## src/rtl/core/dmpid_pkg.sv

```systemverilog
// Shared types, widths, register map and reset values for the dual motor PID drive.
package dmpid_pkg;

  localparam int ENC_W    = 16;
  localparam int TGT_W    = 21;
  localparam int SUM_W    = 21;
  localparam int ERR_W    = 22;
  localparam int CMD_W    = 24;
  localparam int PWM_W    = 14;
  localparam int GAIN_W   = 16;
  localparam int SPD_W    = 20;
  localparam int TICK_W   = 6;
  localparam int PLIM_W   = 13;
  localparam int DZ_W     = 10;
  localparam int VOLT_W   = 16;
  localparam int ADDR_W   = 5;
  localparam int DATA_W   = 32;

  localparam int D1_W     = ERR_W + 1;
  localparam int D2_W     = ERR_W + 3;
  localparam int PP_W     = GAIN_W + 1 + D1_W;
  localparam int PI_W     = GAIN_W + 1 + ERR_W;
  localparam int PD_W     = GAIN_W + 1 + D2_W;
  localparam int ACC_W    = PD_W + 2;
  localparam int FRAC_W   = 8;
  localparam int INC_W    = ACC_W - FRAC_W;
  localparam int CSUM_W   = INC_W + 1;

  localparam logic [GAIN_W-1:0] KP_RESET       = 16'd372;
  localparam logic [GAIN_W-1:0] KI_RESET       = 16'd148;
  localparam logic [GAIN_W-1:0] KD_RESET       = 16'd0;
  localparam logic [SPD_W-1:0]  SPEED_RESET    = 20'd1000;
  localparam logic [TICK_W-1:0] TICKS_RESET    = 6'd40;
  localparam logic [PLIM_W-1:0] PWM_LIM_RESET  = 13'd6900;
  localparam logic [DZ_W-1:0]   DZ_RESET       = 10'd100;
  localparam logic [VOLT_W-1:0] LOW_VOLT_RESET = 16'd1110;

  localparam logic [1:0] DRIVE_OFF = 2'd0;
  localparam logic [1:0] DRIVE_FWD = 2'd1;
  localparam logic [1:0] DRIVE_REV = 2'd2;

  typedef enum logic [2:0] {
    REG_KP        = 3'd0,
    REG_KI        = 3'd1,
    REG_KD        = 3'd2,
    REG_SPEED     = 3'd3,
    REG_TICKS     = 3'd4,
    REG_PWM_LIMIT = 3'd5,
    REG_DEADZONE  = 3'd6,
    REG_LOW_VOLT  = 3'd7
  } reg_idx_t;

  typedef struct packed {
    logic [GAIN_W-1:0] kp_gain;
    logic [GAIN_W-1:0] ki_gain;
    logic [GAIN_W-1:0] kd_gain;
    logic [SPD_W-1:0]  speed_limit;
    logic [TICK_W-1:0] ticks_per_period;
    logic [PLIM_W-1:0] pwm_limit;
    logic [DZ_W-1:0]   deadzone_offset;
    logic [VOLT_W-1:0] low_voltage;
  } cfg_t;

  typedef struct packed {
    logic ld2;
    logic ld3;
    logic stop;
    logic low;
  } wheel_ctl_t;

endpackage

```

## src/rtl/core/dmpid_wheel.sv

```systemverilog
// Incremental PID, command saturation and PWM/direction output for one wheel.
module dmpid_wheel (
  input  logic                                clk,
  input  logic                                rst_n,
  input  dmpid_pkg::cfg_t                     cfg,
  input  dmpid_pkg::wheel_ctl_t               ctl,
  input  logic signed [dmpid_pkg::SUM_W-1:0]  meas,
  input  logic signed [dmpid_pkg::TGT_W-1:0]  target,
  output logic        [dmpid_pkg::PWM_W-1:0]  pwm,
  output logic        [1:0]                   drive
);
  import dmpid_pkg::*;

  localparam logic signed [CMD_W-1:0] CMD_POS = {1'b0, {(CMD_W-1){1'b1}}};
  localparam logic signed [CMD_W-1:0] CMD_NEG = {1'b1, {(CMD_W-1){1'b0}}};

  logic signed [ERR_W-1:0]  last_err_r, prev_err_r;
  logic signed [ERR_W-1:0]  err;
  logic signed [D1_W-1:0]   d1;
  logic signed [D2_W-1:0]   d2;
  logic signed [PP_W-1:0]   prod_p_r, prod_p_nxt;
  logic signed [PI_W-1:0]   prod_i_r, prod_i_nxt;
  logic signed [PD_W-1:0]   prod_d_r, prod_d_nxt;

  logic signed [ACC_W-1:0]  acc, acc_adj;
  logic signed [INC_W-1:0]  inc;
  logic signed [CSUM_W-1:0] csum;
  logic signed [CMD_W-1:0]  cmd_r, cmd_sat, cmd_new, cmd_clip, lim_pos, lim_neg;
  logic        [CMD_W-1:0]  cmd_abs;
  logic        [PWM_W-1:0]  held_pwm_r, pwm_new;
  logic        [PWM_W-1:0]  pwm_r, pwm_nxt;
  logic        [1:0]        drive_r, drive_nxt;
  logic                     drive_off;

  assign err = ERR_W'(target) - ERR_W'(meas);
  assign d1  = D1_W'(err) - D1_W'(last_err_r);
  assign d2  = D2_W'(err) - (D2_W'(last_err_r) <<< 1) + D2_W'(prev_err_r);

  assign prod_p_nxt = PP_W'($signed({1'b0, cfg.kp_gain})) * PP_W'(d1);
  assign prod_i_nxt = PI_W'($signed({1'b0, cfg.ki_gain})) * PI_W'(err);
  assign prod_d_nxt = PD_W'($signed({1'b0, cfg.kd_gain})) * PD_W'(d2);

  always_comb begin
    acc     = ACC_W'(prod_p_r) + ACC_W'(prod_i_r) + ACC_W'(prod_d_r);
    acc_adj = acc[ACC_W-1] ? acc + ACC_W'((1 << FRAC_W) - 1) : acc;
    inc     = acc_adj[ACC_W-1:FRAC_W];
    csum    = CSUM_W'(cmd_r) + CSUM_W'(inc);
    if (csum > CSUM_W'(CMD_POS)) begin
      cmd_sat = CMD_POS;
    end else if (csum < CSUM_W'(CMD_NEG)) begin
      cmd_sat = CMD_NEG;
    end else begin
      cmd_sat = csum[CMD_W-1:0];
    end
    cmd_new = ctl.stop ? '0 : cmd_sat;

    lim_pos = CMD_W'({1'b0, cfg.pwm_limit});
    lim_neg = -lim_pos;
    if (cmd_new > lim_pos) begin
      cmd_clip = lim_pos;
    end else if (cmd_new < lim_neg) begin
      cmd_clip = lim_neg;
    end else begin
      cmd_clip = cmd_new;
    end
    cmd_abs = cmd_clip[CMD_W-1] ? CMD_W'(-cmd_clip) : CMD_W'(cmd_clip);
    pwm_new = PWM_W'(cmd_abs[PLIM_W-1:0]) + PWM_W'(cfg.deadzone_offset);

    drive_off = ctl.stop || ctl.low;
    if (drive_off) begin
      pwm_nxt   = held_pwm_r;
      drive_nxt = DRIVE_OFF;
    end else begin
      pwm_nxt   = pwm_new;
      drive_nxt = cmd_clip[CMD_W-1] ? DRIVE_REV : DRIVE_FWD;
    end
  end

  always_ff @(posedge clk) begin
    if (!rst_n) begin
      last_err_r <= '0;
      prev_err_r <= '0;
      cmd_r      <= '0;
      held_pwm_r <= '0;
    end else begin
      if (ctl.ld2) begin
        last_err_r <= err;
        prev_err_r <= last_err_r;
      end
      if (ctl.ld3) begin
        cmd_r <= drive_off ? cmd_new : cmd_clip;
        if (!drive_off) begin
          held_pwm_r <= pwm_new;
        end
      end
    end
  end

  always_ff @(posedge clk) begin
    if (ctl.ld2) begin
      prod_p_r <= prod_p_nxt;
      prod_i_r <= prod_i_nxt;
      prod_d_r <= prod_d_nxt;
    end
    if (ctl.ld3) begin
      pwm_r   <= pwm_nxt;
      drive_r <= drive_nxt;
    end
  end

  assign pwm   = pwm_r;
  assign drive = drive_r;

endmodule

```

## config.mk

```make
export PLATFORM = sky130hd
export DESIGN_NAME = dmpid_wheel
export DESIGN_NICKNAME = d
export VERILOG_FILES = /design/src/rtl/core/dmpid_pkg.sv /design/src/rtl/core/dmpid_wheel.sv
export SDC_FILE = /design/constraint.sdc
export NUM_CORES = 2
export LEC_CHECK = 0
export BUFFER_PORTS_ARGS = -buffer_cell sky130_fd_sc_hd__buf_2
export CAP_MARGIN = 10
export CORE_MARGIN = 2
export CORE_UTILIZATION = 42
export DETAILED_ROUTE_END_ITERATION = 10
export HOLD_SLACK_MARGIN = 0.05
export PLACE_DENSITY = 0.67
export SYNTH_ARGS = -nofsm -noshare
export SYNTH_HDL_FRONTEND = slang
export SYNTH_SLANG_ARGS = --single-unit
```

## constraint.sdc

```tcl
create_clock -name clk -period 25 [get_ports clk]
set_input_delay 7.5 -clock clk [delete_from_list [all_inputs] [get_ports clk]]
set_output_delay 7.5 -clock clk [all_outputs]
set_load 0.02 [all_outputs]
```

==> metrics.yaml <==
antenna_found_initial: 3
rsz0062_at_grt: "false"
syn_inst: 6636
period_needed_ns: 19.90
die_h_um: 378.9
clock.fmax_mhz: 50.24
ys_seq_area_share_pct: 9.752
worstMarginPinSlew_ns: 1.205
cts-root-buf: "clkbuf_16"
area_growth_pct: 6.343
muxShareOfSynthArea_pct: 1.081
multi_input_area_mm2: 0.04723
outcome: "completed"
coreArea_mm2: 0.1395
grt_remaining_overflow: 0
cts_setup_buffers: 0
max_cap_viol_count: 0
finalMaxSlewViolations: 0
clock_latency_ns: 0.57
htreeDepth: 1
yosys.area_share.simple_pct: 16.18
netlist_area_mm2: 0.05902
slew_headroom_pct: 19.57
arrival_ns: 20.22
finalClockSkew_ns: 0.03239
critPathSlowestCell: "fa_1"
via_per_inst: 5.184
rows: 137
path_delay_family: "compound AO/OA/AOI/OAI gates"
clock-sinks: 219
cts_resized: 0
postCtsHoldBufs: 0
drtIter0Drc: 2852
io_pins: 177
grt_pass1_vias: 46630
syn_nets: 8462
required_ns: 25.31
cts_tree: "done"
dp_hpwl_mm: 118.8
yosysWarnings: 0
timing_hold_violations_final: 0
critPathMaxStageDelay_ns: 0.56
cts_buffers: 26
die_area_mm2: 0.1435
dr.pass1.iters: 6
cts.reportedPaths.clkPinSlew_ns: 0.06
drive_gt1_share_pct: 5.004
fillers: 13480
synth_compound_area_share_pct: 8.156
ant_nets: 0
seq_area_mm2: 0.005756
nNetsFinal: 8461
clk_path_buf_depth: 3
wl_mm: 148.2
path_max_fanout: 19
portBuffers: 134
grt_pass1_wl_mm: 243.3
endpoint_kind: "flop"
initial_core_util_pct: 42.30
synth_xor_area_share_pct: 4.123
ys.flop_type: "edfxtp_1"
ys_async_sr_fraction_pct: 0
finalSetupViolCount: 0
finalCritPeriodShare_pct: 79.61
fin_tns_setup_ns: 0
ys_types: 90
min_path_type: "reg2reg"
synth_edf_count: 137
drc: 0
grt_start_max_net_pins: 75
synth_seq_cells: 219
start_kind: "primary input"
path_class: "in2reg"
synth_fa_ha_area_share_pct: 50.21
cp_common_cell: "fa_1"
synth_top_family_by_area: "adder cells"
grt_usage_pct: 21.18
die_w_um: 378.9
crit_buf_inv: 8
gp_congestion: 0.9321
wl_per_cell_um: 17.36
avgSynthCellArea_um2: 8.894
vias: 44230
Yosys cell counts (all sizes together) (31+ instances only):
cell    instances  area (um^2)
inv          1411         5296
fa           1172        23460
nand2         880         3303
ha            493         6168
and2          433         2711
nor2          313         1177
a21oi         241         1221
clkbuf        217        814.5
xnor2         206         1804
o21ai         162        814.5
edfxtp        137         4114
dfxtp          82         1642
xor2           71        629.4
nor3           70        355.3
nor2b          66        412.9
nand3          63        315.3
a21o           60        450.4
mux2i          57        570.6
nand2b         52        325.3
and3           39        244.0
o21a           38        285.3
a21boi         31        232.7
per-layer routing:
metal	track usage [%]	vias to the layer above	routed length, um
met5	0	-	13
met4	7.203	2	5826
met3	2.451	249	8683
met2	36.80	1239	72590
met1	27.31	22330	61040
li1	-	20410	-
worst register-to-register path, delay by kind of cell, from the launching register on:
family	cells	cell delay, ns
AND/OR/NAND/NOR	14	3.19
flip-flops	1	0.33
buffers and inverters	4	0.62
AO/OA/AOI/OAI	35	8.46
adder cells (fa/ha/maj)	7	2.64
XOR/XNOR	1	0.10
multiplexers	3	0.55
state kept, by name, indices dropped and copies added (netlist names):
signal / count
cmd_r: 24
drive: 2
held_pwm_r: 14
last_err_r: 22
prev_err_r: 22
prod_d_r: 42
prod_i_r: 39
prod_p_r: 40
pwm: 14
cell type report:
type	count	area share, %
Antenna cell	1	0.003987
Timing Repair Buffer	205	1.922
Clock buffer	37	1.286
Tap cell	1876	3.740
Multi-Input combinational cell	4771	75.25
Clock inverter	11	0.1854
Inverter	1412	8.445
Sequential cell	219	9.170
logic make-up (layout without fill, tap and decap cells):
logic type,count (synthesis),in the layout
simple gates,2019,2019
fa+ha+maj,1665,1665
compound gates,747,747
buf+inv,1646,1665
mux,63,63
other cells,0,1
flops,219,219
xor+xnor,277,277
worst paths after layout:
check	startpoint	endpoint	slack [ns]	cells after the start
worst max register to register	prod_p_r[1]	pwm[12]	8.82	64
worst min register to register	held_pwm_r[13]	held_pwm_r[13]	0.47	2
worst min-delay path	held_pwm_r[13]	held_pwm_r[13]	0.47	2
worst max-delay path	target[0]	prod_d_r[40]	5.10	53
metrics by stage:
stage          cell area, um^2  instances  utilization [%]  setup WS (ns)  hold slack (ns)
2_1_floorplan            59020       6636                -          5.880           0.4321
3_3_place_gp             61830       8481            44.31          4.706           0.4392
3_5_place_dp             61830       8482            44.31          4.571           0.4582
4_1_cts                  62750       8530            44.97          5.125           0.4668
5_1_grt                  62760       8532            44.98          4.244           0.4915
6_report                 62760       8532            44.98          5.097           0.4667
layout by cell type (no fill, tap or decap), drive strengths merged, types with 82 or more instances in the layout:
cell type,instances
xnor2,206
dfxtp,82
nand2,880
and2,433
nor2,313
ha,493
inv,1416
buf,204
fa,1172
edfxtp,137
a21oi,241
o21ai,162
Power is not shown: default switching activity piles up to over one toggle a cycle in this logic, so the estimate is an artifact.
