===== src/rtl/core/dmpid_pkg.sv =====
// Shared types, widths, register map and reset values for the dual motor PID drive.
package dmpid_pkg;

  localparam int ENC_W    = 16;
  localparam int TGT_W    = 21;
  localparam int SUM_W    = 21;
  localparam int ERR_W    = 22;
  localparam int CMD_W    = 24;
  localparam int PWM_W    = 14;
  localparam int GAIN_W   = 16;
  localparam int SPD_W    = 20;
  localparam int TICK_W   = 6;
  localparam int PLIM_W   = 13;
  localparam int DZ_W     = 10;
  localparam int VOLT_W   = 16;
  localparam int ADDR_W   = 5;
  localparam int DATA_W   = 32;

  localparam int D1_W     = ERR_W + 1;
  localparam int D2_W     = ERR_W + 3;
  localparam int PP_W     = GAIN_W + 1 + D1_W;
  localparam int PI_W     = GAIN_W + 1 + ERR_W;
  localparam int PD_W     = GAIN_W + 1 + D2_W;
  localparam int ACC_W    = PD_W + 2;
  localparam int FRAC_W   = 8;
  localparam int INC_W    = ACC_W - FRAC_W;
  localparam int CSUM_W   = INC_W + 1;

  localparam logic [GAIN_W-1:0] KP_RESET       = 16'd372;
  localparam logic [GAIN_W-1:0] KI_RESET       = 16'd148;
  localparam logic [GAIN_W-1:0] KD_RESET       = 16'd0;
  localparam logic [SPD_W-1:0]  SPEED_RESET    = 20'd1000;
  localparam logic [TICK_W-1:0] TICKS_RESET    = 6'd40;
  localparam logic [PLIM_W-1:0] PWM_LIM_RESET  = 13'd6900;
  localparam logic [DZ_W-1:0]   DZ_RESET       = 10'd100;
  localparam logic [VOLT_W-1:0] LOW_VOLT_RESET = 16'd1110;

  localparam logic [1:0] DRIVE_OFF = 2'd0;
  localparam logic [1:0] DRIVE_FWD = 2'd1;
  localparam logic [1:0] DRIVE_REV = 2'd2;

  typedef enum logic [2:0] {
    REG_KP        = 3'd0,
    REG_KI        = 3'd1,
    REG_KD        = 3'd2,
    REG_SPEED     = 3'd3,
    REG_TICKS     = 3'd4,
    REG_PWM_LIMIT = 3'd5,
    REG_DEADZONE  = 3'd6,
    REG_LOW_VOLT  = 3'd7
  } reg_idx_t;

  typedef struct packed {
    logic [GAIN_W-1:0] kp_gain;
    logic [GAIN_W-1:0] ki_gain;
    logic [GAIN_W-1:0] kd_gain;
    logic [SPD_W-1:0]  speed_limit;
    logic [TICK_W-1:0] ticks_per_period;
    logic [PLIM_W-1:0] pwm_limit;
    logic [DZ_W-1:0]   deadzone_offset;
    logic [VOLT_W-1:0] low_voltage;
  } cfg_t;

  typedef struct packed {
    logic ld2;
    logic ld3;
    logic stop;
    logic low;
  } wheel_ctl_t;

endpackage


===== src/rtl/core/dmpid_cfg.sv =====
// APB configuration register file for the dual motor PID drive.
module dmpid_cfg (
  input  logic                          clk,
  input  logic                          rst_n,
  input  logic                          psel,
  input  logic                          penable,
  input  logic                          pwrite,
  input  logic [dmpid_pkg::ADDR_W-1:0]  paddr,
  input  logic [dmpid_pkg::DATA_W-1:0]  pwdata,
  output logic [dmpid_pkg::DATA_W-1:0]  prdata,
  output logic                          pready,
  output dmpid_pkg::cfg_t               cfg
);
  import dmpid_pkg::*;

  cfg_t     cfg_r;
  cfg_t     cfg_nxt;
  reg_idx_t idx;
  logic     wr_en;

  assign idx    = reg_idx_t'(paddr[ADDR_W-1:2]);
  assign wr_en  = psel && penable && pwrite;
  assign pready = 1'b1;
  assign cfg    = cfg_r;

  always_comb begin
    cfg_nxt = cfg_r;
    if (wr_en) begin
      unique case (idx)
        REG_KP:        cfg_nxt.kp_gain          = pwdata[GAIN_W-1:0];
        REG_KI:        cfg_nxt.ki_gain          = pwdata[GAIN_W-1:0];
        REG_KD:        cfg_nxt.kd_gain          = pwdata[GAIN_W-1:0];
        REG_SPEED:     cfg_nxt.speed_limit      = pwdata[SPD_W-1:0];
        REG_TICKS:     cfg_nxt.ticks_per_period = pwdata[TICK_W-1:0];
        REG_PWM_LIMIT: cfg_nxt.pwm_limit        = pwdata[PLIM_W-1:0];
        REG_DEADZONE:  cfg_nxt.deadzone_offset  = pwdata[DZ_W-1:0];
        REG_LOW_VOLT:  cfg_nxt.low_voltage      = pwdata[VOLT_W-1:0];
        default:       cfg_nxt = cfg_r;
      endcase
    end
  end

  always_comb begin
    prdata = '0;
    unique case (idx)
      REG_KP:        prdata[GAIN_W-1:0] = cfg_r.kp_gain;
      REG_KI:        prdata[GAIN_W-1:0] = cfg_r.ki_gain;
      REG_KD:        prdata[GAIN_W-1:0] = cfg_r.kd_gain;
      REG_SPEED:     prdata[SPD_W-1:0]  = cfg_r.speed_limit;
      REG_TICKS:     prdata[TICK_W-1:0] = cfg_r.ticks_per_period;
      REG_PWM_LIMIT: prdata[PLIM_W-1:0] = cfg_r.pwm_limit;
      REG_DEADZONE:  prdata[DZ_W-1:0]   = cfg_r.deadzone_offset;
      REG_LOW_VOLT:  prdata[VOLT_W-1:0] = cfg_r.low_voltage;
      default:       prdata = '0;
    endcase
  end

  always_ff @(posedge clk) begin
    if (!rst_n) begin
      cfg_r.kp_gain          <= KP_RESET;
      cfg_r.ki_gain          <= KI_RESET;
      cfg_r.kd_gain          <= KD_RESET;
      cfg_r.speed_limit      <= SPEED_RESET;
      cfg_r.ticks_per_period <= TICKS_RESET;
      cfg_r.pwm_limit        <= PWM_LIM_RESET;
      cfg_r.deadzone_offset  <= DZ_RESET;
      cfg_r.low_voltage      <= LOW_VOLT_RESET;
    end else begin
      cfg_r <= cfg_nxt;
    end
  end

endmodule


===== config.mk =====
export PLATFORM = sky130hd
export DESIGN_NAME = dmpid_cfg
export DESIGN_NICKNAME = d
export VERILOG_FILES = /design/src/rtl/core/dmpid_pkg.sv /design/src/rtl/core/dmpid_cfg.sv
export SDC_FILE = /design/constraint.sdc
export NUM_CORES = 1
export LEC_CHECK = 0
export CORE_MARGIN = 4
export CORE_UTILIZATION = 52
export CTS_BUF_LIST = sky130_fd_sc_hd__clkbuf_8
export DETAILED_ROUTE_END_ITERATION = 7
export DONT_BUFFER_PORTS = 1
export GPL_TIMING_DRIVEN = 0
export MAX_ROUTING_LAYER = met4
export PLACE_DENSITY = 0.67
export SYNTH_ARGS = -nofsm -noshare
export SYNTH_HDL_FRONTEND = slang
export SYNTH_SLANG_ARGS = --single-unit

===== constraint.sdc =====
create_clock -name clk -period 2.66 [get_ports clk]
set_input_delay 0.532 -clock clk [delete_from_list [all_inputs] [get_ports clk]]
set_output_delay 0.532 -clock clk [all_outputs]
set_load 0.005 [all_outputs]

==> results by group, run 1 <==
Power and ir drop
  • Cell area power density: 624 nW/um^2
  • Worst voltage drop across the vdd grid: 0.344 mV
  • Power after layout: 3.67 mW
  • Leakage dissipation: 2.20 nW

Detailed routing
  • Wire length reported by the detailed router: 17800 um
  • Met3 wirelength from detailed routing: 2010 um
  • Residual antenna-violating net count after detailed routing: 0
  • Total routed wire length on the met1 layer: 7420 um
  • Routed length per placed instance: 21.7 um
  • Total met2 wirelength after detailed routing: 8080 um
  • Iter 0 DRT Violations: 437
  • DRT Pass-1 Iters: 5
  • Max Used Layer: met4
  • Routed via count: 4761
  • Via density per instance: 5.79
  • Number of remaining DRC errors: 0

Worst setup path
  • Number of cells on the worst reg-to-reg path: 2
  • Type of the worst setup path: in -> out
  • Family of cells with the greatest summed delay on the critical path: buffers and inverters
  • Worst Path Buf+Inv: 2
  • Setup slack of the most critical reg-to-reg path: 1.88 ns
  • Cells along the critical path: buf_4 > buf_2 > mux2i_1 > o2bb2ai_1 > a221oi_1 > nor2_1
  • Worst EP arrival: 2.04 ns
  • Crit Path Max Fanout: 10
  • Highest-delay cell along the critical path: mux2i_1
  • Category of the worst setup path capture point: output pin
  • Crit path largest cell delay: 0.38 ns
  • Reg-to-Reg End: cfg[86]
  • WP data required: 2.13 ns
  • Worst R2R Start: cfg[86]
  • Critical path startpoint category: input pin

CTS
  • Number of buffers between clock root and the deepest sink: 2
  • Number of setup buffers added after CTS: 0
  • Worst-Skew Late Latency: 0.43 ns
  • CTS hold repair buffers: 0
  • Clock Sink Count: 113
  • Clock buffer count from CTS: 17
  • Count of H-tree levels built during CTS: 4
  • Resized Gates After CTS: 0
  • Root buffer cell: clkbuf_8
  • Clock tree from TritonCTS: built
  • Clock transition at path regs: 0.08 ns

Synthesis
  • Sequential-to-total area share from yosys stat: 42.9%
  • Summed instance area of the synthesized netlist: 5270 sq um
  • Number of synthesized register bits: 113
  • Mux share of post-synthesis cell area: 8.12%
  • Count of unique library cells instantiated by Yosys: 35
  • Number of enable-type register cells in the synthesized netlist: 0
  • Synth Instances: 647
  • Count of warnings emitted by yosys: 0
  • Most common flop cell mapped by yosys: dfxtp_1
  • Post-synthesis adder-cell area fraction: 0%
  • Parity-gate share of the synthesized area counting xor and xnor cells: 0%
  • Fraction of the mapped netlist area in simple logic gates: 23.9%
  • Compound-gate portion of the synthesized area: 17.3%
  • Synthesized area divided by synthesized cell count: 8.15 sq um
  • Async SR Flop Fraction: 0%
  • Largest family of logic cells by synthesized area: simple AND/OR/NAND/NOR gates

STA
  • RSZ-0062 raised after global routing: no
  • Final min period: 2.57 ns
  • Worst slew pin tran: 0.672 ns
  • Worst setup margin: 0.0875 ns
  • Total of endpoints with negative setup slack in the final report: 0
  • Fmax achieved: 389 MHz
  • Tcrit/Tclk final: 96.7%
  • Count of final max-slew check failures: 0
  • Final-layout setup total negative slack: 0 ns
  • Worst hold slack: 0.213 ns
  • Number of endpoints with negative hold slack in the final report: 0
  • Worst max-slew margin expressed relative to the limit: 55.2%
  • Setup skew after layout: 0 ns

Finish
  • Max FFs per register: 113
  • Antenna Diode Count: 0
  • Layout cell share with drive strength beyond 1: 13.9%
  • Synth-to-layout area growth: 11.7%
  • Leading cell type in the layout, fill and taps excluded: nand2_1
  • Number of nets at the end of the flow: 718
  • Highest-count cells in the layout ignoring fill and taps: 217 x nand2_1, 113 x dfxtp_1, 61 x a21boi_0

Hold path
  • Start point of the worst min-delay path: pwdata[6]
  • Worst-case hold path end point: cfg[51]
  • Class of the worst hold path: in -> reg
  • Number of stages on the worst hold path: 2

Placement
  • Post-place setup slack: 0.110 ns
  • IO Port Bufs: 0
  • Routability-driven placement congestion ratio: 0.967
  • Estimated wirelength of the detail-placed design: 13300 um

GRT
  • Global Route Usage Sum: 31.9%
  • Largest net degree at the start of global routing: 17
  • Vias in the first global route: 4547
  • GR Overflow Total: 0
  • First-pass GRT wire length: 26900 um
  • Number of antenna violations at the first check in global routing: 0

Die
  • IO Pins: 188
  • Initial core utilization: 53.7%
  • Area of the die: 11800 sq um
  • Chip Height: 109 um
  • X dimension of the die: 109 um
  • Standard cell core area: 9820 sq um
  • Site row count: 36

Run status
  • Status: finished clean

Flow run
  • Maximum capacitance violations: 0
## kinds of logic (layout without fill, tap and decap cells)
kind of cell	Yosys count	count (layout)
and+or+nand+nor	298	298
other	2	13
muxes	35	35
DFF	113	113
buffers and inverters	73	104
AOI/OAI and AO/OA	126	126
## power by group
part           leakage (nW)  internal, mW  switching [mW]  total [mW]
Clock                 0.196         0.944           0.741        1.68
Combinational          1.09        0.0979           0.164       0.262
Sequential            0.913          1.71          0.0178        1.72
## cell usage after synthesis (2+ instances only)
library cell | n | area, sq um
nand2_1 | 217 | 815
a21boi_1 | 17 | 128
nand2b_1 | 2 | 12.5
buf_4 | 25 | 188
clkbuf_1 | 18 | 67.6
nor2_1 | 15 | 56.3
o21ai_0 | 24 | 120
or2_2 | 4 | 25.0
nor2b_1 | 7 | 43.8
o2bb2ai_1 | 6 | 52.6
inv_1 | 7 | 26.3
a221oi_1 | 12 | 105
conb_1 | 2 | 7.51
a21boi_0 | 61 | 458
or2_1 | 3 | 18.8
and3_1 | 4 | 25.0
buf_2 | 20 | 100
mux4_2 | 6 | 135
mux2_2 | 2 | 22.5
a22oi_1 | 3 | 22.5
dfxtp_1 | 113 | 2260
nand3_1 | 36 | 180
nor2_2 | 2 | 12.5
nor2_4 | 4 | 45.0
mux2i_1 | 27 | 270
## layer usage
layer / track usage [%] / vias to the layer above
met5: - / -
met4: 10.5 / 0
met3: 10.7 / 31
met2: 46.9 / 242
met1: 41.6 / 2290
li1: - / 2198
## through the flow
stage	area (sq um)	utilization [%]	instances
after CTS	5890	60.0	823
after global placement	5480	55.8	791
after global routing	5890	60.0	822
after detailed placement	5480	55.8	791
after floorplan	5310	-	658
final	5890	60.0	822
## how the worst max path moves through the flow
stage,end,start,cells past startpoint
floorplan,prdata[12],paddr[3],6
global placement,prdata[6],paddr[3],7
detailed placement,prdata[5],paddr[3],6
CTS,prdata[5],paddr[3],6
global route,prdata[5],paddr[3],6
finish,prdata[5],paddr[3],6
## area by class of cell
type / count / area (sq um)
fillers: 934 / 3930
multi-input cells: 472 / 2650
flip-flops and latches: 113 / 2260
plain buffers: 65 / 370
clock buffers: 18 / 248
well taps: 133 / 166
clock inverters: 14 / 165
inverters: 7 / 26.3
No activity file was read; power rests on OpenSTA's default activity.
==> run 2: changes to the inputs <==
--- a/config.mk
+++ b/config.mk
@@ -5,9 +5,10 @@
 export SDC_FILE = /design/constraint.sdc
 export NUM_CORES = 1
 export LEC_CHECK = 0
-export CORE_MARGIN = 4
+export CORE_MARGIN = 2
 export CORE_UTILIZATION = 52
 export CTS_BUF_LIST = sky130_fd_sc_hd__clkbuf_8
+export CTS_CLUSTER_DIAMETER = 60
 export DETAILED_ROUTE_END_ITERATION = 7
 export DONT_BUFFER_PORTS = 1
 export GPL_TIMING_DRIVEN = 0
==> constraint.sdc (replaced) <==
create_clock -name clk -period 3.2 [get_ports clk]
set_input_delay 0.64 -clock clk [delete_from_list [all_inputs] [get_ports clk]]
set_output_delay 0.64 -clock clk [all_outputs]
set_load 0.005 [all_outputs]
==> run 2 against run 1 <==
  * Die area is 7.2% lower
  * Worst setup slack gained 0.29 ns
  * Sequential share of layout area decreased by 0.081 points
  * Sequential power down 17%
  * Highest routed layer unchanged
  * First-iteration DRC count shrank 11%
  * Global-route usage up 1.6 points
  * Largest power group is now the clock network
  * Flip-flop and latch count did not move
  * Critical path depth rose by 1
  * Wire length increased by 0.13%
==> results by group, run 2 (synthesis results as in run 1) <==
Run status
  • Status: finished clean (unchanged)

Hold path
  • Class of the worst hold path: in -> reg (unchanged)
  • Number of stages on the worst hold path: 2 (unchanged)
  • Start point of the worst min-delay path: pwdata[7] (was pwdata[6])
  • Worst-case hold path end point: cfg[52] (was cfg[51])

STA
  • Final min period: 2.83 ns
  • Total of endpoints with negative setup slack in the final report: 0 (unchanged)
  • Fmax achieved: 354 MHz
  • Worst max-slew margin expressed relative to the limit: 55.0% (was 55.2%)
  • Tcrit/Tclk final: 88.3%
  • Count of final max-slew check failures: 0 (unchanged)
  • Final-layout setup total negative slack: 0 ns (unchanged)
  • Number of endpoints with negative hold slack in the final report: 0 (unchanged)
  • Setup skew after layout: 0 ns (unchanged)
  • RSZ-0062 raised after global routing: no (unchanged)
  • Worst slew pin tran: 0.675 ns (was 0.672 ns)

CTS
  • CTS hold repair buffers: 0 (unchanged)
  • Worst-Skew Late Latency: 0.44 ns (was 0.43 ns)
  • Clock transition at path regs: 0.07 ns (was 0.08 ns)
  • Clock Sink Count: 113 (unchanged)
  • Resized Gates After CTS: 0 (unchanged)
  • Clock buffer count from CTS: 17 (unchanged)
  • Root buffer cell: clkbuf_8 (unchanged)
  • Number of setup buffers added after CTS: 0 (unchanged)
  • Number of buffers between clock root and the deepest sink: 2 (unchanged)
  • Clock tree from TritonCTS: built (unchanged)
  • Count of H-tree levels built during CTS: 4 (unchanged)

Die
  • Initial core utilization: 53.7% (unchanged)
  • Chip Height: 105 um (was 109 um)
  • Standard cell core area: 9820 sq um (unchanged)
  • IO Pins: 188 (unchanged)
  • Site row count: 36 (unchanged)
  • Area of the die: 11000 sq um (was 11800 sq um)
  • X dimension of the die: 105 um (was 109 um)

Power and ir drop
  • Worst voltage drop across the vdd grid: 0.226 mV (was 0.344 mV)
  • Total internal power: 2.35 mW (was 2.75 mW)
  • Switch share: 24.3% (was 25.1%)
  • Cell area power density: 527 nW/um^2 (was 624 nW/um^2)
  • Leakage dissipation: 2.23 nW (was 2.20 nW)
  • Clock group share of total power: 46.9% (was 45.9%)
  • Share of total power in combinational logic: 7.0% (was 7.1%)
  • Power dissipated by switching net loads: 0.757 mW (was 0.923 mW)
  • Part of the total power dissipated in sequential elements: 46.1% (was 47.0%)

Worst setup path
  • Type of the worst setup path: in -> out (unchanged)
  • Crit path largest cell delay: 0.36 ns (was 0.38 ns)
  • Worst EP arrival: 2.19 ns (was 2.04 ns)
  • CP dominant cell by count: buf_4
  • Critical path startpoint category: input pin (unchanged)
  • Highest-delay cell along the critical path: mux2i_1 (unchanged)
  • Crit Path Max Fanout: 10 (unchanged)
  • Startpoint of the most critical setup path: paddr[3] (unchanged)
  • Setup slack of the most critical reg-to-reg path: 2.40 ns (was 1.88 ns)
  • Category of the worst setup path capture point: output pin (unchanged)
  • Reg-to-Reg End: cfg[19] (was cfg[86])
  • Number of cells on the worst reg-to-reg path: 2 (unchanged)
  • WP data required: 2.56 ns (was 2.13 ns)
  • Cells along the critical path: buf_4 > buf_4 > buf_2 > mux2i_1 > o21ai_0 > nand2_1 > o221ai_1 (was buf_4 > buf_2 > mux2i_1 > o2bb2ai_1 > a221oi_1 > nor2_1)
  • Worst R2R Start: cfg[19] (was cfg[86])

Finish
  • Number of nets at the end of the flow: 719 (was 718)
  • Synth-to-layout area growth: 11.9% (was 11.7%)
  • Final non-filler cell total: 823 (was 822)
  • Antenna Diode Count: 0 (unchanged)
  • Leading cell type in the layout, fill and taps excluded: nand2_1 (unchanged)
  • FILL cells: 924 (was 934)
  • Max FFs per register: 113 (unchanged)
  • Layout cell share with drive strength beyond 1: 13.6% (was 13.9%)
  • Highest-count cells in the layout ignoring fill and taps: 217 x nand2_1, 113 x dfxtp_1, 61 x a21boi_0 (unchanged)

Detailed routing
  • DRT Pass-1 Iters: 6 (was 5)
  • Residual antenna-violating net count after detailed routing: 0 (unchanged)
  • Number of remaining DRC errors: 0 (unchanged)
  • Via density per instance: 5.81 (was 5.79)
  • Wire length reported by the detailed router: 17900 um (was 17800 um)
  • Routed via count: 4779 (was 4761)
  • Routed length per placed instance: 21.7 um (about the same)
  • Iter 0 DRT Violations: 388 (was 437)

Placement
  • Estimated wirelength of the detail-placed design: 13100 um (was 13300 um)
  • Dpl cells: 791 (unchanged)
  • Routability-driven placement congestion ratio: 0.907 (was 0.967)
  • IO Port Bufs: 0 (unchanged)

GRT
  • First-pass GRT wire length: 26900 um (unchanged)
  • Largest net degree at the start of global routing: 17 (unchanged)
  • GR Overflow Total: 0 (unchanged)
  • Global Route Usage Sum: 33.5% (was 31.9%)
  • Vias in the first global route: 4555 (was 4547)
  • Number of antenna violations at the first check in global routing: 0 (unchanged)

Flow run
  • Maximum capacitance violations: 0 (unchanged)
[run 2: how the worst max path moves through the flow]
stage          slack [ns]         end
2_1_floorplan        0.89  prdata[12]
3_3_place_gp         0.44   prdata[6]
3_5_place_dp         0.44   prdata[6]
4_1_cts              0.44   prdata[6]
5_1_grt              0.34   prdata[6]
6_report             0.37   prdata[6]
[run 2: power by group through the flow]
| stage | clock, mW | combinational, mW | sequential (mW) |
|---|---|---|---|
| after floorplan | 0 | 0.155 | 1.46 |
| after global placement | 0 | 0.212 | 1.46 |
| after detailed placement | 0 | 0.213 | 1.47 |
| after CTS | 1.45 | 0.214 | 1.43 |
| after global routing | 1.52 | 0.232 | 1.43 |
| final | 1.46 | 0.219 | 1.43 |
[run 2: metal layers]
layer / track usage, % / up-vias / wire length, um
met4: 11.2 / 0 / 334
met5: - / - / 0
met2: 50.1 / 295 / 7990
met3: 11.4 / 33 / 2130
met1: 42.7 / 2249 / 7400
li1: - / 2202 / -
[run 2: layout make-up]
| type | count | area (sq um) | share of cell area, % |
|---|---|---|---|
| Buffer | 66 | 375 | 6.36 |
| Clock buffer | 18 | 248 | 4.20 |
| Clock inverter | 14 | 173 | 2.93 |
| Inverter | 7 | 26.3 | 0.445 |
| Multi-Input combinational cell | 472 | 2650 | 44.9 |
| Sequential cell | 113 | 2260 | 38.3 |
| Tap cell | 133 | 166 | 2.82 |
[run 2: through the flow]
stage	utilization, %	hold WS, ns	setup slack, ns	total power, mW	instance area [sq um]
after floorplan	-	0.461	0.890	1.61	5310
after global placement	55.8	0.478	0.441	1.68	5480
after detailed placement	55.8	0.489	0.436	1.68	5480
after CTS	60.1	0.310	0.442	3.10	5900
after global routing	60.1	0.309	0.341	3.19	5900
final	60.1	0.314	0.374	3.11	5900
[run 2: critical path: cells and delay by family]
kind	cells	cell delay, ns
buffers and inverters	3	0.81
muxes	1	0.36
AOI/OAI and AO/OA	2	0.29
and+or+nand+nor	1	0.07
==> run 3: changes to the inputs <==
--- a/config.mk
+++ b/config.mk
@@ -5,7 +5,8 @@
 export SDC_FILE = /design/constraint.sdc
 export NUM_CORES = 1
 export LEC_CHECK = 0
-export CORE_MARGIN = 2
+export ABC_CLOCK_PERIOD_IN_PS = 3200
+export CORE_MARGIN = 4
 export CORE_UTILIZATION = 52
 export CTS_BUF_LIST = sky130_fd_sc_hd__clkbuf_8
 export CTS_CLUSTER_DIAMETER = 60
==> run 3 against run 2 <==
  * Sequential share of layout area barely moved
  * Die area rose by 7.8%
  * Final cell count unchanged
  * Cell area fell by 0.13%
  * Flip-flop and latch count did not move
  * Global-route usage fell by 1.6 points
  * Worst setup slack got worse by 0.0089 ns
  * Count of clock-buffer cells in the layout is the same
  * Critical path type unchanged
  * Critical endpoint unchanged
==> results by group, run 3 (synthesis results as in run 1) <==
Run status
  • Status: finished clean (unchanged)

Worst setup path
  • Crit Path Max Fanout: 10 (unchanged)
  • WP data required: 2.56 ns (about the same)
  • Crit path largest cell delay: 0.36 ns (about the same)
  • CP Depth: 7 (unchanged)
  • Setup slack of the most critical reg-to-reg path: 2.42 ns (was 2.40 ns)
  • Worst R2R Start: cfg[86] (was cfg[19])
  • Cells along the critical path: buf_4 > buf_4 > buf_2 > mux2i_1 > o21ai_0 > nand2_1 > o221ai_1 (unchanged)
  • Highest-delay cell along the critical path: mux2i_1 (unchanged)
  • CP dominant cell by count: buf_4 (unchanged)
  • Number of cells on the worst reg-to-reg path: 2 (unchanged)
  • Worst Path Buf+Inv: 3 (unchanged)
  • Type of the worst setup path: in -> out (unchanged)
  • Critical path startpoint category: input pin (unchanged)
  • Worst EP arrival: 2.19 ns (about the same)
  • Category of the worst setup path capture point: output pin (unchanged)
  • Reg-to-Reg End: cfg[86] (was cfg[19])
  • Family of cells with the greatest summed delay on the critical path: buffers and inverters (unchanged)

GRT
  • First-pass GRT wire length: 26900 um (unchanged)
  • Number of antenna violations at the first check in global routing: 0 (unchanged)
  • GR Overflow Total: 0 (unchanged)
  • Global Route Usage Sum: 31.9% (was 33.5%)
  • Vias in the first global route: 4547 (was 4555)
  • Largest net degree at the start of global routing: 17 (unchanged)

Die
  • IO Pins: 188 (unchanged)
  • Initial core utilization: 53.7% (unchanged)
  • Area of the die: 11800 sq um (was 11000 sq um)
  • X dimension of the die: 109 um (was 105 um)
  • Site row count: 36 (unchanged)
  • Chip Height: 109 um (was 105 um)
  • Standard cell core area: 9820 sq um (unchanged)

Finish
  • Number of nets at the end of the flow: 719 (unchanged)
  • Max FFs per register: 113 (unchanged)
  • Highest-count cells in the layout ignoring fill and taps: 217 x nand2_1, 113 x dfxtp_1, 61 x a21boi_0 (unchanged)
  • Layout cell share with drive strength beyond 1: 14.1% (was 13.6%)
  • FILL cells: 933 (was 924)
  • Antenna Diode Count: 0 (unchanged)
  • Core occupancy in the finished layout: 60.0% (was 60.1%)
  • Synth-to-layout area growth: 11.8% (was 11.9%)
  • Leading cell type in the layout, fill and taps excluded: nand2_1 (unchanged)

STA
  • Worst max-slew margin expressed relative to the limit: 54.4% (was 55.0%)
  • Number of endpoints with negative hold slack in the final report: 0 (unchanged)
  • RSZ-0062 raised after global routing: no (unchanged)
  • Tcrit/Tclk final: 88.6% (was 88.3%)
  • Setup skew after layout: 0 ns (unchanged)
  • Fmax achieved: 353 MHz (was 354 MHz)
  • Final min period: 2.83 ns (about the same)
  • Total of endpoints with negative setup slack in the final report: 0 (unchanged)
  • Worst slew pin tran: 0.683 ns (was 0.675 ns)
  • Final-layout setup total negative slack: 0 ns (unchanged)
  • Count of final max-slew check failures: 0 (unchanged)

CTS
  • Clock tree from TritonCTS: built (unchanged)
  • Worst-Skew Late Latency: 0.43 ns (was 0.44 ns)
  • Clock buffer count from CTS: 17 (unchanged)
  • Clock Sink Count: 113 (unchanged)
  • Clock transition at path regs: 0.08 ns (was 0.07 ns)
  • Number of setup buffers added after CTS: 0 (unchanged)
  • Resized Gates After CTS: 0 (unchanged)
  • Count of H-tree levels built during CTS: 4 (unchanged)
  • Root buffer cell: clkbuf_8 (unchanged)
  • Number of buffers between clock root and the deepest sink: 2 (unchanged)
  • CTS hold repair buffers: 0 (unchanged)

Detailed routing
  • Number of remaining DRC errors: 0 (unchanged)
  • Iter 0 DRT Violations: 410 (was 388)
  • Wire length reported by the detailed router: 17900 um (about the same)
  • DRT Pass-1 Iters: 5 (was 6)
  • Via density per instance: 5.79 (was 5.81)
  • Routed length per placed instance: 21.8 um (was 21.7 um)
  • Residual antenna-violating net count after detailed routing: 0 (unchanged)
  • Routed via count: 4766 (was 4779)

Hold path
  • Class of the worst hold path: in -> reg (unchanged)
  • Worst-case hold path end point: cfg[51] (was cfg[52])
  • Start point of the worst min-delay path: pwdata[6] (was pwdata[7])
  • Number of stages on the worst hold path: 2 (unchanged)

Power and ir drop
  • Power dissipated by switching net loads: 0.768 mW (was 0.757 mW)
  • Clock group share of total power: 45.9% (was 46.9%)
  • Worst voltage drop across the vdd grid: 0.288 mV (was 0.226 mV)
  • Power after layout: 3.05 mW (was 3.11 mW)
  • Part of the total power dissipated in sequential elements: 47.0% (was 46.1%)
  • Total internal power: 2.28 mW (was 2.35 mW)
  • Cell area power density: 518 nW/um^2 (was 527 nW/um^2)
  • Leakage dissipation: 2.20 nW (was 2.23 nW)
  • Switch share: 25.1% (was 24.3%)
  • Share of total power in combinational logic: 7.2% (was 7.0%)

Placement
  • Estimated wirelength of the detail-placed design: 13300 um (was 13100 um)
  • IO Port Bufs: 0 (unchanged)
  • Routability-driven placement congestion ratio: 0.967 (was 0.907)

Flow run
  • Maximum capacitance violations: 0 (unchanged)
-- run 3: power groups by stage --
stage               Clock, mW  Sequential (mW)  Combinational [mW]
floorplan                   0             1.46               0.155
global placement            0             1.47               0.212
detailed placement          0             1.47               0.214
CTS                      1.41             1.43               0.215
global route             1.48             1.43               0.235
finish                   1.40             1.43               0.218
-- run 3: final cells by class --
cell class / instances / area (sq um) / share of cell area [%]
Inverter: 7 / 26.3 / 0.446
Tap cell: 133 / 166 / 2.82
Buffer: 66 / 375 / 6.37
Sequential cell: 113 / 2260 / 38.4
Multi-Input combinational cell: 472 / 2650 / 45.0
Clock inverter: 14 / 165 / 2.80
Clock buffer: 18 / 248 / 4.20
-- run 3: routing by layer --
layer	share of wire [%]	wire, um	track usage, %
met4	1.7	302	10.5
met2	46	8160	46.9
met1	41	7370	41.6
met5	0	0	-
met3	12	2080	10.7
-- run 3: per-stage QoR --
| stage | cell area, sq um | cells | setup WS (ns) | hold slack, ns |
|---|---|---|---|---|
| final | 5890 | 823 | 0.365 | 0.319 |
| after global routing | 5890 | 823 | 0.322 | 0.313 |
| after CTS | 5890 | 823 | 0.436 | 0.307 |
| after detailed placement | 5480 | 791 | 0.434 | 0.482 |
| after global placement | 5480 | 791 | 0.443 | 0.479 |
| after floorplan | 5310 | 658 | 0.890 | 0.461 |
-- run 3: how the worst max path moves through the flow --
| stage | startpoint | end | slack, ns |
|---|---|---|---|
| 6_report | paddr[3] | prdata[6] | 0.37 |
| 5_1_grt | paddr[3] | prdata[6] | 0.32 |
| 2_1_floorplan | paddr[3] | prdata[12] | 0.89 |
| 3_3_place_gp | paddr[3] | prdata[6] | 0.44 |
| 3_5_place_dp | paddr[3] | prdata[5] | 0.43 |
| 4_1_cts | paddr[3] | prdata[5] | 0.44 |
-- run 3: worst reg2reg max path, stage by stage (launching register included) --
cell	delay, ns
dfxtp_1	0.43
nand2_1	0.07
a21boi_0	0.20
